[config.mk]
export PLATFORM = sky130hd
export DESIGN_NAME = mccp_lum
export DESIGN_NICKNAME = d
export VERILOG_FILES = /design/src/rtl/assert_macros.svh /design/src/rtl/mccp_pkg.sv /design/src/rtl/mccp_lum.sv
export SDC_FILE = /design/constraint.sdc
export NUM_CORES = 2
export LEC_CHECK = 0
export BUFFER_PORTS_ARGS = -buffer_cell sky130_fd_sc_hd__buf_2
export CAP_MARGIN = 25
export CORE_MARGIN = 5
export CORE_UTILIZATION = 45
export DETAILED_ROUTE_END_ITERATION = 16
export PLACE_DENSITY_LB_ADDON = 0.2
export RECOVER_POWER = 25
export SYNTH_ARGS = -nofsm -noshare
export SYNTH_HDL_FRONTEND = slang
export SYNTH_SLANG_ARGS = --single-unit
[constraint.sdc]
create_clock -name clock -period 8.8 [get_ports clock]
set_input_delay 0.88 -clock clock [delete_from_list [all_inputs] [get_ports clock]]
set_output_delay 0.88 -clock clock [all_outputs]
set_load 0.005 [all_outputs]
[src/rtl/assert_macros.svh]
// Assertion shorthands shared by the RTL.
`ifndef ASSERT_MACROS_SVH
`define ASSERT_MACROS_SVH

// Same-cycle implication.
`define ASSERT_IMPLIES(label, clk, rst, pre, post) \
   label: assert property (@(posedge clk) disable iff (rst) (pre) |-> (post)) \
      else $error("assertion failed");

// Next-cycle implication.
`define ASSERT_NEXT(label, clk, rst, pre, post) \
   label: assert property (@(posedge clk) disable iff (rst) (pre) |=> (post)) \
      else $error("assertion failed");

`endif

[src/rtl/mccp_pkg.sv]
`timescale 1ns / 1ps
package mccp_pkg;

   localparam int CODE_W  = 8;
   localparam int COLOR_W = 24;
   localparam int IDX_W   = 3;
   localparam int LUM_W   = 16;
   localparam int RATIO_W = 17;
   localparam int PROD_W  = 2 * RATIO_W;
   localparam int CSR_IDX_W = 3;
   localparam int LUM_LAT = 3;

   localparam int COLOR_REGS = 6;
   localparam logic [CSR_IDX_W-1:0] REG_PALETTE_COUNT = 3'd0;
   localparam logic [CSR_IDX_W-1:0] REG_COLOR_FIRST   = 3'd1;

   localparam logic [IDX_W-1:0]   PALETTE_COUNT_RESET = 3'd2;
   localparam logic [COLOR_W-1:0] COLOR0_RESET        = 24'hFFFFFF;

   localparam logic [13:0]        W_RED      = 14'd13933;
   localparam logic [15:0]        W_GREEN    = 16'd46871;
   localparam logic [12:0]        W_BLUE     = 13'd4732;
   localparam logic [31:0]        LUM_ROUND  = 32'd32768;
   localparam logic [RATIO_W-1:0] LUM_OFFSET = 17'd3277;

   typedef struct packed {
      logic [LUM_W-1:0]   back_lum;
      logic [RATIO_W-1:0] best_num;
      logic [RATIO_W-1:0] best_den;
      logic [IDX_W-1:0]   best_idx;
      logic [COLOR_W-1:0] best_color;
   } item_type;

   typedef struct packed {
      logic               color_we;
      logic [IDX_W-1:0]   color_entry;
      logic [COLOR_W-1:0] color;
      logic               lum_we;
      logic [IDX_W-1:0]   lum_entry;
      logic [LUM_W-1:0]   lum;
   } cell_wr_type;

   // sRGB decode of one 8-bit code to Q0.16; evaluated at elaboration only.
   function automatic logic [LUM_W-1:0] lin_code_f(input int unsigned code);
      longint unsigned n;
      longint unsigned t;
      longint unsigned s;
      longint unsigned lim;
      longint unsigned v;
      longint unsigned m;
      int unsigned lo;
      int unsigned hi;
      int unsigned mid;
      if (code <= 10) begin
         return LUM_W'((code * 6553600 + 164730) / 329460);
      end
      n = 1000 * longint'(code) + 14025;
      t = (n << 31) / 269025;
      s = (t * t) >> 31;
      lim = s << 29;
      lo = 0;
      hi = 4096;
      while (lo < hi) begin
         mid = (lo + hi + 1) / 2;
         m = longint'(mid);
         if (m * m * m * m * m <= lim) begin
            lo = mid;
         end else begin
            hi = mid - 1;
         end
      end
      v = (s * longint'(lo) + (64'd1 << 26)) >> 27;
      if (v > 65535) begin
         v = 65535;
      end
      return LUM_W'(v);
   endfunction

   function automatic logic [LUM_W-1:0] color_lum_f(input logic [COLOR_W-1:0] rgb);
      longint unsigned acc;
      acc = longint'(W_RED)   * longint'(lin_code_f(int'(rgb[23:16])))
          + longint'(W_GREEN) * longint'(lin_code_f(int'(rgb[15:8])))
          + longint'(W_BLUE)  * longint'(lin_code_f(int'(rgb[7:0])))
          + longint'(LUM_ROUND);
      return LUM_W'(acc >> 16);
   endfunction

endpackage

[src/rtl/mccp_lum.sv]
`timescale 1ns / 1ps
// Three-stage relative luminance: table decode, weight, sum and round.
module mccp_lum import mccp_pkg::*; (
   input  logic               clock,
   input  logic               reset,
   input  logic               in_valid,
   output logic               in_ready,
   input  logic [COLOR_W-1:0] in_rgb,
   output logic               out_valid,
   input  logic               out_ready,
   output logic [LUM_W-1:0]   out_lum
);

   localparam int TABLE_DEPTH = 2 ** CODE_W;

   logic [LUM_W-1:0] lin_rom [TABLE_DEPTH];

   for (genvar k = 0; k < TABLE_DEPTH; k++) begin : g_rom
      localparam logic [LUM_W-1:0] LinVal = lin_code_f(k);
      assign lin_rom[k] = LinVal;
   end

   logic             v1_ff, v1_in, v2_ff, v2_in, v3_ff, v3_in;
   logic [LUM_W-1:0] lr_ff, lr_in, lg_ff, lg_in, lb_ff, lb_in;
   logic [29:0]      pr_ff, pr_in;
   logic [31:0]      pg_ff, pg_in;
   logic [28:0]      pb_ff, pb_in;
   logic [LUM_W-1:0] lum_ff, lum_in;
   logic [31:0]      sum;
   logic             rdy1, rdy2, rdy3;

   assign rdy3     = !v3_ff || out_ready;
   assign rdy2     = !v2_ff || rdy3;
   assign rdy1     = !v1_ff || rdy2;
   assign in_ready = rdy1;

   assign sum = 32'(pr_ff) + pg_ff + 32'(pb_ff) + LUM_ROUND;

   always_comb begin
      v1_in  = rdy1 ? in_valid : v1_ff;
      v2_in  = rdy2 ? v1_ff : v2_ff;
      v3_in  = rdy3 ? v2_ff : v3_ff;
      lr_in  = lr_ff;
      lg_in  = lg_ff;
      lb_in  = lb_ff;
      pr_in  = pr_ff;
      pg_in  = pg_ff;
      pb_in  = pb_ff;
      lum_in = lum_ff;
      if (in_valid && rdy1) begin
         lr_in = lin_rom[in_rgb[23:16]];
         lg_in = lin_rom[in_rgb[15:8]];
         lb_in = lin_rom[in_rgb[7:0]];
      end
      if (v1_ff && rdy2) begin
         pr_in = 30'(lr_ff) * 30'(W_RED);
         pg_in = 32'(lg_ff) * 32'(W_GREEN);
         pb_in = 29'(lb_ff) * 29'(W_BLUE);
      end
      if (v2_ff && rdy3) begin
         lum_in = sum[31:16];
      end
   end

   always_ff @(posedge clock) begin
      if (reset) begin
         v1_ff <= 1'b0;
         v2_ff <= 1'b0;
         v3_ff <= 1'b0;
      end else begin
         v1_ff <= v1_in;
         v2_ff <= v2_in;
         v3_ff <= v3_in;
      end
   end

   always_ff @(posedge clock) begin
      lr_ff  <= lr_in;
      lg_ff  <= lg_in;
      lb_ff  <= lb_in;
      pr_ff  <= pr_in;
      pg_ff  <= pg_in;
      pb_ff  <= pb_in;
      lum_ff <= lum_in;
   end

   assign out_valid = v3_ff;
   assign out_lum   = lum_ff;

endmodule

# After elaboration in Yosys (flattened, before gate mapping)
# Memory sizes are Yosys's and may differ from the RTL's. A register that Yosys moved wholly into a read port is not among the register bits.
# Index checks and enable logic that the tools add are counted.
dict set report word_totals {
  ff_bits 108
  romBits 12288
  input_bits 28
  mem_count 3
}
dict set report op_classes {
  add_sub_neg 3
  mul 3
  n_bitwise 3
  n_reduce_logical 9
}
# memory depth word_bits read_ports rd_clocked_by_memory_dff wr line
set memory_table {}
lappend memory_table {{(name not given)} 256 16 1 1 0 mccp_lum.sv:53} ;# lb_in = lin_rom[in_rgb[7:0]];
lappend memory_table {{(name not given)} 256 16 1 1 0 mccp_lum.sv:52} ;# lg_in = lin_rom[in_rgb[15:8]];
lappend memory_table {{(name not given)} 256 16 1 1 0 mccp_lum.sv:51} ;# lr_in = lin_rom[in_rgb[23:16]];
# cell count
set ops {}
lappend ops {{$add A30 B32 Y32} 1}
lappend ops {{$add A32 B16 Y32 const B} 1}
lappend ops {{$add A32 B29 Y32} 1}
lappend ops {{$mul A16 B16 Y32 const B} 1}
lappend ops {{$mul A16 B14 Y30 const B} 1}
lappend ops {{$mul A16 B11 Y27 const B} 1}
lappend ops {{$not A8 Y9} 3}
lappend ops {{$logic_and A1 B1 Y1} 3}
lappend ops {{$logic_not A1 Y1} 3}
lappend ops {{$logic_or A1 B1 Y1} 3}

# Logic depth before layout (Yosys ltp)
dict set report logic_depth {
  word_depth 5
  ltp_mapped 20
  ltp_nobuf 20
}

# Least setup slack after synthesis
# No wires, ideal clock.
dict set report synth_path {
  path_type {input -> register}
  from {in out_ready}
  to {reg pb_ff[10] (enable)}
  setup_time_ns 0.673
  t_arrival_ns 7.427
  required_ns 8.127
  slack_ns 0.700
  path_stages 2
  cell_sequence {nor2b_1 > a21boi_0}
}
dict set report synth_via {
  elab_chain_cells 3
}
# element line
set synth_rtl {}
lappend synth_rtl {{start: declaration} mccp_lum.sv:10} ;# input logic out_ready,
lappend synth_rtl {{$logic_or A1 B1 Y1} mccp_lum.sv:32} ;# assign rdy3 = !v3_ff || out_ready;
lappend synth_rtl {{$logic_or A1 B1 Y1} mccp_lum.sv:33} ;# assign rdy2 = !v2_ff || rdy3;
lappend synth_rtl {{$logic_and A1 B1 Y1} mccp_lum.sv:55} ;# if (v1_ff && rdy2) begin
lappend synth_rtl {{end signal: assignment} mccp_lum.sv:83} ;# pb_ff <= pb_in;
lappend synth_rtl {{end: declaration} mccp_lum.sv:27} ;# logic [28:0] pb_ff, pb_in;
# No other way between the ends.
# A chain may end at the register's enable or synchronous reset.

# Worst setup path in the final report
dict set report layout_path {
  from {reg lg_ff[8]}
  to {reg pg_ff[30] (data pin)}
}
dict set report layout_via {
  elab_chain_cells 1
}
# element line
set layout_rtl {}
lappend layout_rtl {{start: declaration} mccp_lum.sv:24} ;# logic [LUM_W-1:0] lr_ff, lr_in, lg_ff, lg_in, lb_ff, lb_in;
lappend layout_rtl {{$mul A16 B16 Y32} mccp_lum.sv:57} ;# pg_in = 32'(lg_ff) * 32'(W_GREEN);
lappend layout_rtl {{end signal: assignment} mccp_lum.sv:82} ;# pg_ff <= pg_in;
lappend layout_rtl {{end: declaration} mccp_lum.sv:26} ;# logic [31:0] pg_ff, pg_in;
# No other way between the ends.

==> results.toml <==
[outcome]
outcome = "finished with violations"
violations = "max-capacitance violations, max-slew violations"

[synthesis]
synthAdderAreaFrac_pct = 32.8
synth-compound-area-share_pct = 25.5
synthCells = 4052
netlist.area_leader.share_pct = 16.5
async_flop_share_pct = 0
ys_seq_area_share_pct = 14.1
synth-xor-area-share_pct = 2.62
syn_area_um2 = 33100
yosysTopAreaCell = "fa_1"
synth_fp_nets = 4782
synthFlopType = "edfxtp_1"
synthDistinctLibCells = 92
synthSimpleGateAreaFrac_pct = 13.9
synth.area.top_cells = "fa_1, ha_1, edfxtp_1"
avgSynthCellArea_um2 = 8.16
synth_top_family_by_area = "adder cells"
synth-seq-cells = 156
yosysWarningCount = 0
synthMuxAreaShare_pct = 2.48
synth_edf_count = 153

[floorplan]
die_h_um = 281
num_rows = 99
start_util_pct = 45.3
die_w_um = 281
dieArea_um2 = 79000
core_um2 = 73000
ios = 46

[timing]
setup_viol = 0
skew_ns = 0.0186
slew_viol_final = 87
rsz0062_at_grt = "no"
worst_pin_slew_ns = 3.24
maxSlewHeadroom_pct = -116
fin_crit_sh_pct = 65.8
setup_tns_ns = 0
hold_violations = 0
fmax_ghz = 0.173
min_period_ns = 5.79

[drt]
via_per_inst = 6.47
drc = 0
drt-initial-drc-count = 4528
drt_first_pass_iters = 9
ant_nets = 0
num_vias = 31300
wire_per_inst_um = 23.7
routed_wirelength_um = 114000

[global_routing]
track_usage_pct = 28.5
grt_pass1_vias = 29800
grt_max_degree = 105
antenna_found_initial = 0
grt-ovfl-total = 0
grt_pass1_wl_um = 179000

[clock_tree]
cts.hold.buffers_added = 0
clkLatencyLatePin_ns = 0.49
cts_tree = "yes"
cts_buffers = 17
path_clk_slew_ns = 0.08
cts_resized = 0
clock-root-buffer = "clkbuf_16"
cts_setup_buffers = 0
numClockSinks = 156
clockBufferDepth = 2
cts_max_level = 4

[cells_and_area]
fin_nets = 4593
areaGrowthSynthToFinish_pct = 3.49
mostFrequentLayoutCell = "ha_1"
final_cell_mix = "ha_1, inv_1, o21ai_0"
drive_gt1_share_pct = 4.88
nFillCells = 7218

[critical_path]
regToRegEndpoint = "pg_ff[30]"
critical_path_arrival_ns = 6.00
ff2ff_path_depth = 19
crit_path_max_fanout = 7
critPathRequiredTime_ns = 9.01
setup.worst_path.end = "pg_ff[30]"
start_kind = "register"
critPathLaunch = "lg_ff[8]"
reg2reg_from = "lg_ff[8]"
path_class = "register to register"
rrSetupSlack_ns = 3.01
end_kind = "register"

[place]
io_buffers = 45
place_congestion = 1.03
dp_hpwl_um = 84300

[run]
cap_violations = 2

[min_path]
hp-class = "register to register"
==> state kept, by name, summed over array words and instances (netlist names) <==
signal	flops
pb_ff	27
out_valid	1
out_lum	16
v2_ff	1
pr_ff	30
pg_ff	32
lg_ff	16
lb_ff	16
lr_ff	16
v1_ff	1
==> Yosys cell counts, drive strengths merged (26+ instances only) <==
master and number:
edfxtp 153, nor2 305, xnor2 66, o211ai 60
clkbuf 167, a311oi 37, a211oi 83, nor2b 34
nand3 81, o21ai 358, a31oi 73, nor3 73
a21oi 312, fa 273, o31ai 39, nand2b 49
xor2 33, a21o 56, o22ai 32, o311ai 45
mux4 26, nand2 337, inv 421, buf 130
ha 429
==> logic make-up after synthesis <==
logic type	after synthesis
AOI/OAI and AO/OA	1307
and+or+nand+nor	1012
buffers and inverters	726
adders and majority gates	703
DFF	156
xor gates and xnor gates	99
muxes	49
==> layout make-up <==
class | count | area (um2) | share of cell area, %
diodes | 1 | 2.50 | 0.00731
clock buffers | 17 | 425 | 1.24
flip-flops and latches | 156 | 4650 | 13.6
repair buffers | 89 | 567 | 1.66
well taps | 959 | 1200 | 3.51
clock inverters | 15 | 170 | 0.497
inverters | 429 | 1610 | 4.71
multi-input cells | 3170 | 25600 | 74.8
==> routing by layer <==
layer	part of all wire [%]	routed length [um]	up-vias	GRT usage [%]
met4	3.6	4160	0	8.51
met1	43	49100	14900	41.3
met5	0	0	-	0
li1	-	-	14200	-
met2	43	48900	1861	42.8
met3	11	12300	334	6.30
==> worst min-delay path by stage <==
| stage | from | to | slack (ns) | cells after the start |
|---|---|---|---|---|
| 4_1_cts | lr_ff[1] | pr_ff[1] | 0.53 | 0 |
| 3_3_place_gp | lr_ff[1] | pr_ff[1] | 0.52 | 0 |
| 5_1_grt | reset | out_valid | 0.55 | 2 |
| 3_5_place_dp | lr_ff[1] | pr_ff[1] | 0.51 | 0 |
| 6_report | lr_ff[1] | pr_ff[1] | 0.52 | 0 |
| 2_1_floorplan | lr_ff[1] | pr_ff[1] | 0.46 | 0 |
==> critical path, stage by stage, from the launching register on <==
cell and delay (ns):
edfxtp_1 0.52, ha_1 0.36, inv_1 0.06, fa_1 0.50, inv_1 0.06, fa_1 0.57, fa_1 0.43, fa_1 0.49
inv_1 0.05, fa_1 0.47, inv_1 0.04, ha_1 0.36, and3_1 0.23, and2_1 0.17, a221oi_1 0.29, o21ai_2 0.14
a41oi_1 0.32, o21ai_0 0.19, nand2_1 0.14, o311ai_2 0.10
==> metrics by stage <==
| step | setup slack (ns) | std cells | cell area [um2] | util (%) | hold WS (ns) |
|---|---|---|---|---|---|
| 3_5_place_dp | 3.04 | 4802 | 33600 | 46.1 | 0.513 |
| 5_1_grt | 2.63 | 4835 | 34200 | 46.9 | 0.553 |
| 3_3_place_gp | 3.08 | 4802 | 33600 | 46.1 | 0.518 |
| 2_1_floorplan | 0.700 | 4052 | 33100 | - | 0.461 |
| 4_1_cts | 3.03 | 4834 | 34200 | 46.9 | 0.529 |
| 6_report | 3.01 | 4836 | 34200 | 46.9 | 0.525 |
Power is not shown: default switching activity piles up to over one toggle a cycle in this logic, so the estimate is an artifact.
