`config.mk`:
```
export PLATFORM = sky130hd
export DESIGN_NAME = mccp_cell
export DESIGN_NICKNAME = d
export VERILOG_FILES = /design/src/rtl/mccp_pkg.sv /design/src/rtl/mccp_cell.sv
export VERILOG_INCLUDE_DIRS = /design/src /design/src/rtl
export SDC_FILE = /design/constraint.sdc
export NUM_CORES = 1
export LEC_CHECK = 0
export BUFFER_PORTS_ARGS = -buffer_cell sky130_fd_sc_hd__buf_2
export CAP_MARGIN = 20
export CORE_MARGIN = 4
export CORE_UTILIZATION = 54
export DETAILED_ROUTE_END_ITERATION = 16
export MAX_ROUTING_LAYER = met4
export PLACE_DENSITY = 0.83
export SLEW_MARGIN = 20
export SYNTH_ARGS = -nofsm -noshare
export SYNTH_HDL_FRONTEND = slang
export SYNTH_SLANG_ARGS = --single-unit
```
`constraint.sdc`:
```
create_clock -name clock -period 6.3 [get_ports clock]
set_input_delay 0.63 -clock clock [delete_from_list [all_inputs] [get_ports clock]]
set_output_delay 0.63 -clock clock [all_outputs]
set_load 0.01 [all_outputs]
```
`src/rtl/assert_macros.svh`:
```
// Assertion shorthands shared by the RTL.
`ifndef ASSERT_MACROS_SVH
`define ASSERT_MACROS_SVH

// Same-cycle implication.
`define ASSERT_IMPLIES(label, clk, rst, pre, post) \
   label: assert property (@(posedge clk) disable iff (rst) (pre) |-> (post)) \
      else $error("assertion failed");

// Next-cycle implication.
`define ASSERT_NEXT(label, clk, rst, pre, post) \
   label: assert property (@(posedge clk) disable iff (rst) (pre) |=> (post)) \
      else $error("assertion failed");

`endif

```
`src/rtl/mccp_pkg.sv`:
```
`timescale 1ns / 1ps
package mccp_pkg;

   localparam int CODE_W  = 8;
   localparam int COLOR_W = 24;
   localparam int IDX_W   = 3;
   localparam int LUM_W   = 16;
   localparam int RATIO_W = 17;
   localparam int PROD_W  = 2 * RATIO_W;
   localparam int CSR_IDX_W = 3;
   localparam int LUM_LAT = 3;

   localparam int COLOR_REGS = 6;
   localparam logic [CSR_IDX_W-1:0] REG_PALETTE_COUNT = 3'd0;
   localparam logic [CSR_IDX_W-1:0] REG_COLOR_FIRST   = 3'd1;

   localparam logic [IDX_W-1:0]   PALETTE_COUNT_RESET = 3'd2;
   localparam logic [COLOR_W-1:0] COLOR0_RESET        = 24'hFFFFFF;

   localparam logic [13:0]        W_RED      = 14'd13933;
   localparam logic [15:0]        W_GREEN    = 16'd46871;
   localparam logic [12:0]        W_BLUE     = 13'd4732;
   localparam logic [31:0]        LUM_ROUND  = 32'd32768;
   localparam logic [RATIO_W-1:0] LUM_OFFSET = 17'd3277;

   typedef struct packed {
      logic [LUM_W-1:0]   back_lum;
      logic [RATIO_W-1:0] best_num;
      logic [RATIO_W-1:0] best_den;
      logic [IDX_W-1:0]   best_idx;
      logic [COLOR_W-1:0] best_color;
   } item_type;

   typedef struct packed {
      logic               color_we;
      logic [IDX_W-1:0]   color_entry;
      logic [COLOR_W-1:0] color;
      logic               lum_we;
      logic [IDX_W-1:0]   lum_entry;
      logic [LUM_W-1:0]   lum;
   } cell_wr_type;

   // sRGB decode of one 8-bit code to Q0.16; evaluated at elaboration only.
   function automatic logic [LUM_W-1:0] lin_code_f(input int unsigned code);
      longint unsigned n;
      longint unsigned t;
      longint unsigned s;
      longint unsigned lim;
      longint unsigned v;
      longint unsigned m;
      int unsigned lo;
      int unsigned hi;
      int unsigned mid;
      if (code <= 10) begin
         return LUM_W'((code * 6553600 + 164730) / 329460);
      end
      n = 1000 * longint'(code) + 14025;
      t = (n << 31) / 269025;
      s = (t * t) >> 31;
      lim = s << 29;
      lo = 0;
      hi = 4096;
      while (lo < hi) begin
         mid = (lo + hi + 1) / 2;
         m = longint'(mid);
         if (m * m * m * m * m <= lim) begin
            lo = mid;
         end else begin
            hi = mid - 1;
         end
      end
      v = (s * longint'(lo) + (64'd1 << 26)) >> 27;
      if (v > 65535) begin
         v = 65535;
      end
      return LUM_W'(v);
   endfunction

   function automatic logic [LUM_W-1:0] color_lum_f(input logic [COLOR_W-1:0] rgb);
      longint unsigned acc;
      acc = longint'(W_RED)   * longint'(lin_code_f(int'(rgb[23:16])))
          + longint'(W_GREEN) * longint'(lin_code_f(int'(rgb[15:8])))
          + longint'(W_BLUE)  * longint'(lin_code_f(int'(rgb[7:0])))
          + longint'(LUM_ROUND);
      return LUM_W'(acc >> 16);
   endfunction

endpackage

```
`src/rtl/mccp_cell.sv`:
```
`timescale 1ns / 1ps
`include "assert_macros.svh"
// One palette entry: holds its color and luminance, compares the passing
// transaction's best ratio against its own and hands the winner on.
module mccp_cell import mccp_pkg::*; #(
   parameter int CELL_IDX = 0
) (
   input  logic        clock,
   input  logic        reset,
   input  cell_wr_type wr,
   input  logic        active,
   input  logic        in_valid,
   output logic        in_ready,
   input  item_type    in_item,
   output logic        out_valid,
   input  logic        out_ready,
   output item_type    out_item
);

   localparam logic [IDX_W-1:0]   IDX       = IDX_W'(CELL_IDX);
   localparam logic               IS_FIRST  = (CELL_IDX == 0);
   localparam logic [COLOR_W-1:0] COLOR_RST = IS_FIRST ? COLOR0_RESET : '0;
   localparam logic [LUM_W-1:0]   LUM_RST   = color_lum_f(COLOR_RST);

   logic [COLOR_W-1:0] color_ff, color_in;
   logic [LUM_W-1:0]   lum_ff, lum_in;

   logic               a_valid_ff, a_valid_in, b_valid_ff, b_valid_in;
   item_type           a_item_ff, a_item_in, b_item_ff, b_item_in;
   logic [RATIO_W-1:0] a_num_ff, a_num_in, a_den_ff, a_den_in;
   logic [PROD_W-1:0]  a_lhs_ff, a_lhs_in, a_rhs_ff, a_rhs_in;

   logic               a_ready, b_ready, take;
   logic [LUM_W-1:0]   hi_l, lo_l;
   logic [RATIO_W-1:0] num_c, den_c;

   assign b_ready  = !b_valid_ff || out_ready;
   assign a_ready  = !a_valid_ff || b_ready;
   assign in_ready = a_ready;

   assign hi_l  = (lum_ff > in_item.back_lum) ? lum_ff : in_item.back_lum;
   assign lo_l  = (lum_ff > in_item.back_lum) ? in_item.back_lum : lum_ff;
   assign num_c = RATIO_W'(hi_l) + LUM_OFFSET;
   assign den_c = RATIO_W'(lo_l) + LUM_OFFSET;

   // strictly larger ratio only, so the lower index keeps a tie
   assign take = active && (IS_FIRST || (a_lhs_ff > a_rhs_ff));

   always_comb begin
      color_in = color_ff;
      lum_in   = lum_ff;
      if (wr.color_we && (wr.color_entry == IDX)) begin
         color_in = wr.color;
      end
      if (wr.lum_we && (wr.lum_entry == IDX)) begin
         lum_in = wr.lum;
      end
   end

   always_comb begin
      a_valid_in = a_ready ? in_valid : a_valid_ff;
      b_valid_in = b_ready ? a_valid_ff : b_valid_ff;
      a_item_in  = a_item_ff;
      a_num_in   = a_num_ff;
      a_den_in   = a_den_ff;
      a_lhs_in   = a_lhs_ff;
      a_rhs_in   = a_rhs_ff;
      b_item_in  = b_item_ff;
      if (in_valid && a_ready) begin
         a_item_in = in_item;
         a_num_in  = num_c;
         a_den_in  = den_c;
         a_lhs_in  = PROD_W'(num_c) * PROD_W'(in_item.best_den);
         a_rhs_in  = PROD_W'(in_item.best_num) * PROD_W'(den_c);
      end
      if (a_valid_ff && b_ready) begin
         b_item_in = a_item_ff;
         if (take) begin
            b_item_in.best_num   = a_num_ff;
            b_item_in.best_den   = a_den_ff;
            b_item_in.best_idx   = IDX;
            b_item_in.best_color = color_ff;
         end
      end
   end

   always_ff @(posedge clock) begin
      if (reset) begin
         color_ff   <= COLOR_RST;
         lum_ff     <= LUM_RST;
         a_valid_ff <= 1'b0;
         b_valid_ff <= 1'b0;
      end else begin
         color_ff   <= color_in;
         lum_ff     <= lum_in;
         a_valid_ff <= a_valid_in;
         b_valid_ff <= b_valid_in;
      end
   end

   always_ff @(posedge clock) begin
      a_item_ff <= a_item_in;
      a_num_ff  <= a_num_in;
      a_den_ff  <= a_den_in;
      a_lhs_ff  <= a_lhs_in;
      a_rhs_ff  <= a_rhs_in;
      b_item_ff <= b_item_in;
   end

   assign out_valid = b_valid_ff;
   assign out_item  = b_item_ff;

   `ASSERT_NEXT(first_cell_wins_a, clock, reset, IS_FIRST && a_valid_ff && b_ready, b_item_ff.best_idx == IDX)
   `ASSERT_NEXT(idle_cell_keeps_best_a, clock, reset, !active && a_valid_ff && b_ready, b_item_ff.best_idx == $past(a_item_ff.best_idx))
   `ASSERT_NEXT(tie_keeps_lower_a, clock, reset, !IS_FIRST && a_valid_ff && b_ready && (a_lhs_ff == a_rhs_ff), b_item_ff.best_idx == $past(a_item_ff.best_idx))
   `ASSERT_NEXT(stalled_out_holds_a, clock, reset, b_valid_ff && !out_ready, b_valid_ff && $stable(b_item_ff))

endmodule
```
Word level (Yosys, flattened, before mapping)
Index checks and enable logic that the tools add are counted.
- add/sub/neg operators: 2
- $mul: 0
- divide/modulo/power cells: 0
- magnitude comparators: 1
- eq/ne operators: 0
- shift-type cells: 0
- muxes and demuxes: 3
- bitwise operators: 0
- reduce and logical (&&, ||, !) cells: 10
- operators with widths (kind ; number):
    $mux W61 ; 1
    $add A16 B12 Y17 const B ; 2
    $mux W16 ; 2
    $gt A16 B16 Y1 ; 1
    $logic_not A3 Y1 ; 2
    $logic_and A1 B1 Y1 ; 4
    $logic_not A1 Y1 ; 2
    $logic_or A1 B1 Y1 ; 2
- register bits after elaboration: 230
- bits in latches: 0
- bits in writable memories: 0
- bits in read-only memories: 0
- input port bits: 130
- logic and storage cells: 32
- memories: 0

Longest topological paths before layout
- depth after elaboration: 4
- depth in mapped cells: 19
- mapped depth without buffers: 18

Least setup slack after synthesis
Ideal clock, no wire load.
- path type: input to register
- from: input out_ready
- to: register b_item_ff (netlist bit out_item[0]) (enable)
- data arrival time: 4.127 ns
- data required time: 5.778 ns
- path slack: 1.651 ns
- cell stages on the path: 2
- path buffers: 0
- cells stage by stage: nor2b_1 nor2b_1
- word-level cells in the longest chain between the ends: 2
- RTL lines (what ; RTL line ; source):
    start, declared ; mccp_cell.sv:16 ; input logic out_ready,
    $logic_or A1 B1 Y1 ; mccp_cell.sv:37 ; assign b_ready = !b_valid_ff || out_ready;
    $logic_and A1 B1 Y1 ; mccp_cell.sv:76 ; if (a_valid_ff && b_ready) begin
    end signal, assigned ; mccp_cell.sv:107 ; b_item_ff <= b_item_in;
    end, declared ; mccp_cell.sv:29 ; item_type a_item_ff, a_item_in, b_item_ff, b_item_in;
No other way between the ends.
A chain may end at the register's enable or synchronous reset.

Worst setup path in the final report
- from: register lum_ff[15]
- to: register a_num_ff[14] (data pin)
- word-level cells in the longest chain between the ends: 3
- RTL lines (what ; RTL line ; source):
    start, declared ; mccp_cell.sv:26 ; logic [LUM_W-1:0] lum_ff, lum_in;
    start signal, assigned ; mccp_cell.sv:95 ; lum_ff <= lum_in;
    $gt A16 B16 Y1 ; mccp_cell.sv:41 ; assign hi_l = (lum_ff > in_item.back_lum) ? lum_ff : in_item.back_lum;
    $mux W16 ; mccp_cell.sv:41 ;
    $add A16 B12 Y17 ; mccp_cell.sv:43 ; assign num_c = RATIO_W'(hi_l) + LUM_OFFSET;
    via num_c[14] ; mccp_cell.sv:35 ; logic [RATIO_W-1:0] num_c, den_c;
    end signal, assigned ; mccp_cell.sv:103 ; a_num_ff <= a_num_in;
    end, declared ; mccp_cell.sv:30 ; logic [RATIO_W-1:0] a_num_ff, a_num_in, a_den_ff, a_den_in;
The timed path passes the listed nets, and every way through them passes these cells.

==> flow_metrics.py <==
metrics = {
    "run_status": {
        "status": "finished, final reports clean",
    },
    "detailed_routing": {
        "routed_wl_mm": 19.9,
        "postRouteAntennaNets": 0,
        "drt_pass1_iterations": 5,
        "drt-initial-drc-count": 264,
        "vias_per_cell": 5.26,
        "wl_per_cell_microns": 18.4,
        "drc": 0,
        "dr_total_vias": 5665,
    },
    "power": {
        "pwr-share-clk_pct": 41.4,
        "totalPowerFinal_mw": 3.54,
        "p_int_mw": 2.80,
        "switching_share_pct": 21.0,
        "irDropWorstVdd_mv": 0.191,
        "p_leak_nw": 4.43,
        "p_comb_share_pct": 8.4,
        "p_sw_uw": 743,
        "power_frac_seq_pct": 50.3,
        "power.density_nw_per_um2": 308,
    },
    "grt": {
        "grt_pass1_vias": 5792,
        "grt_pass1_wl_mm": 31.4,
        "track_usage_pct": 20.7,
        "grt_max_degree": 80,
        "antenna_found_initial": 0,
        "grt-ovfl-total": 0,
    },
    "placed_design": {
        "dp_cells": 1033,
        "hpwl_mm": 13.8,
        "gp_congestion": 0.892,
        "port_buffers": 208,
        "place_ws_ps": 1540,
    },
    "floorplan": {
        "io_pins": 209,
        "coreArea_sq_um": 16800,
        "die_h_microns": 140,
        "initial_core_util_pct": 55.9,
        "fp-row-count": 47,
        "dieArea_sq_um": 19600,
        "die_w_microns": 140,
    },
    "critical_path": {
        "crit_start": "lum_ff[15]",
        "worst_r2r_endpoint": "a_num_ff[14]",
        "slowest_delay_ps": 590,
        "crit_fanout": 63,
        "timing.rr.start": "lum_ff[15]",
        "cp_data_arrival_time_ps": 4520,
        "path_class": "flip-flop to flip-flop",
        "cp_common_cell": "ha_1",
        "crit_slowest_cell": "or4_4",
        "endpoint_kind": "flip-flop",
        "ff2ff_setup_slack_ps": 2030,
        "cp.depth": 14,
        "crit_path_start_kind": "flip-flop",
        "crit_path_end": "a_num_ff[14]",
        "worst_ep_required_time_ps": 6550,
        "path_buf_inv": 0,
        "ff2ff_path_depth": 14,
        "cp_cell_sequence": "ha_1 > nand4_1 > or2_1 > or4_4 > nand2_8 > mux2_2 > ha_1 > nor3_1 > or3_1 > nand2_1 > and3_1 > mux2i_2 > mux2i_1 > o211a_1",
        "cpLargestDelayFamily": "simple AND/OR/NAND/NOR gates",
    },
    "layout": {
        "mostFrequentLayoutCell": "buf_2",
        "syn2layout_area_growth_pct": 22.2,
        "utilization_pct": 68.3,
        "multiInputGateArea_sq_um": 2730,
        "final.fill_count": 1201,
        "layout_common_cells": "buf_2 (208), edfxtp_1 (188), mux2i_1 (60), mux2_2 (59), nand2_1 (57)",
        "seqCellArea_sq_um": 6490,
        "fin_nets": 987,
        "drive_above_1_share_pct": 37.3,
        "fin_cells": 1078,
    },
    "timing": {
        "setup_tns_ps": 0,
        "fin_crit_sh_pct": 67.8,
        "slew_headroom_pct": 31.7,
        "final.min_clock_period_ps": 4270,
        "clock.fmax_mhz": 234,
        "tightest_slew_ps": 1020,
        "rsz0062_at_grt": "false",
        "setup_violations": 0,
        "fin_worst_skew_ps": 9.10,
        "final-hold-violation-count": 0,
        "setup_ws_ps": 2030,
        "slew_violations": 0,
    },
    "hold_path": {
        "hold_path_class": "primary input to flip-flop",
    },
    "synthesis": {
        "synthFlopType": "edfxtp_1",
        "syn-instance-count": 624,
        "synthDominantCellAreaShare_pct": 60.0,
        "synth_edf_count": 188,
        "syn_avg_cell_area_sq_um": 15.1,
        "ys_seq_elements": 230,
        "synthArstFlopShare_pct": 0,
        "synth_nets": 772,
        "synth_area_leaders": "edfxtp_1 (60%), dfxtp_1 (8.9%), mux2_2 (7.1%), mux2i_1 (6.4%), ha_1 (2.4%)",
        "ys_types": 44,
        "yosysSeqAreaShare_pct": 69.0,
        "yosysWarnings": 0,
        "synth_area_sq_um": 9410,
        "synth_area_leader_cell": "edfxtp_1",
    },
    "cts": {
        "cts_buffers": 24,
        "clkLatencyLatePin_ps": 500,
        "cts.path.max_buffers": 3,
        "clk_pin_slew_ps": 60,
        "cts_tree": "done",
        "htreeDepth": 1,
        "post_cts_resized": 0,
        "ctsHoldBuffers": 0,
        "cts.sink_count": 230,
        "cts_root_buffer": "clkbuf_16",
        "post_cts_buffers": 0,
    },
    "job": {
        "drv_cap": 0,
    },
}
==> power groups by stage <==
stage / Sequential [mW] / Combinational (mW) / Clock (mW)
finish: 1.78 / 0.296 / 1.46
global route: 1.79 / 0.328 / 1.57
CTS: 1.78 / 0.300 / 1.50
detailed placement: 1.81 / 0.297 / 0
global placement: 1.81 / 0.291 / 0
floorplan: 1.82 / 0.171 / 0
==> kinds of logic (layout without fill, tap and decap cells) <==
family	count (synthesis)	after routing	synth area share, %
AO/OA/AOI/OAI	51	51	3.19
multiplexers	120	120	13.6
flip-flops	230	230	69.0
AND/OR/NAND/NOR	132	132	7.04
XOR/XNOR	28	28	2.61
buffers and inverters	45	278	2.21
adder cells (fa/ha/maj)	18	18	2.39
other	0	1	0
==> registers in the layout, summed over array words and instances, names as in the netlist <==
signal and count:
a_den_ff 17, a_item_ff 77, a_num_ff 17, a_valid_ff 1, color_ff 24, lum_ff 16, out_item 77, out_valid 1
==> synth_stat cells, types with 2 or more instances <==
cell type and instances:
nand3_1 3, clkbuf_1 18, nand4_1 4, o211ai_1 2
inv_1 20, buf_4 2, xor2_1 14, a211o_1 3
nor3b_1 2, edfxtp_1 188, mux2_2 59, mux2i_1 60
o21ai_0 10, nand2_1 57, or3_1 2, a31oi_1 3
a21oi_1 24, nor2b_1 8, and2_1 4, xnor2_1 14
nor4b_1 3, dfxtp_1 42, nor2_1 22, o21ai_1 3
ha_1 18, a311oi_1 2, nor3_1 8, buf_6 4
and3_1 8, nand2b_1 2, or2_2 2
==> layer usage <==
layer / vias up / track usage [%] / routed length [microns] / share of wire (%)
li1: 2739 / - / - / -
met1: 2675 / 27.9 / 8530 / 43
met2: 213 / 33.1 / 9630 / 48
met3: 38 / 3.41 / 1250 / 6.3
met4: 0 / 5.81 / 478 / 2.4
met5: - / - / 0 / 0
==> per-stage QoR <==
step	hold WS, ps	cell area, sq um
global route	281	11500
finish	304	11500
floorplan	400	9410
detailed placement	405	10700
CTS	282	11500
global placement	401	10700
==> final cells by class <==
cell class              count  area share (%)
diodes                      1          0.0218
clock buffers              35            5.95
clock inverters             9            1.28
inverters                  20           0.653
multi-input cells         349            23.8
flip-flops and latches    230            56.5
well taps                 220            2.40
repair buffers            214            9.45
==> worst min path at each step <==
stage / startpoint / end / slack, ps / cells past startpoint
floorplan: a_item_ff[61] / out_item[61] / 400 / 0
global placement: a_item_ff[62] / out_item[62] / 400 / 0
detailed placement: a_item_ff[74] / out_item[74] / 410 / 0
CTS: in_item[20] / a_item_ff[20] / 280 / 1
global route: in_item[22] / a_item_ff[22] / 280 / 1
finish: in_item[20] / a_item_ff[20] / 300 / 1
Note: power is estimated with default switching activity, not from simulation.
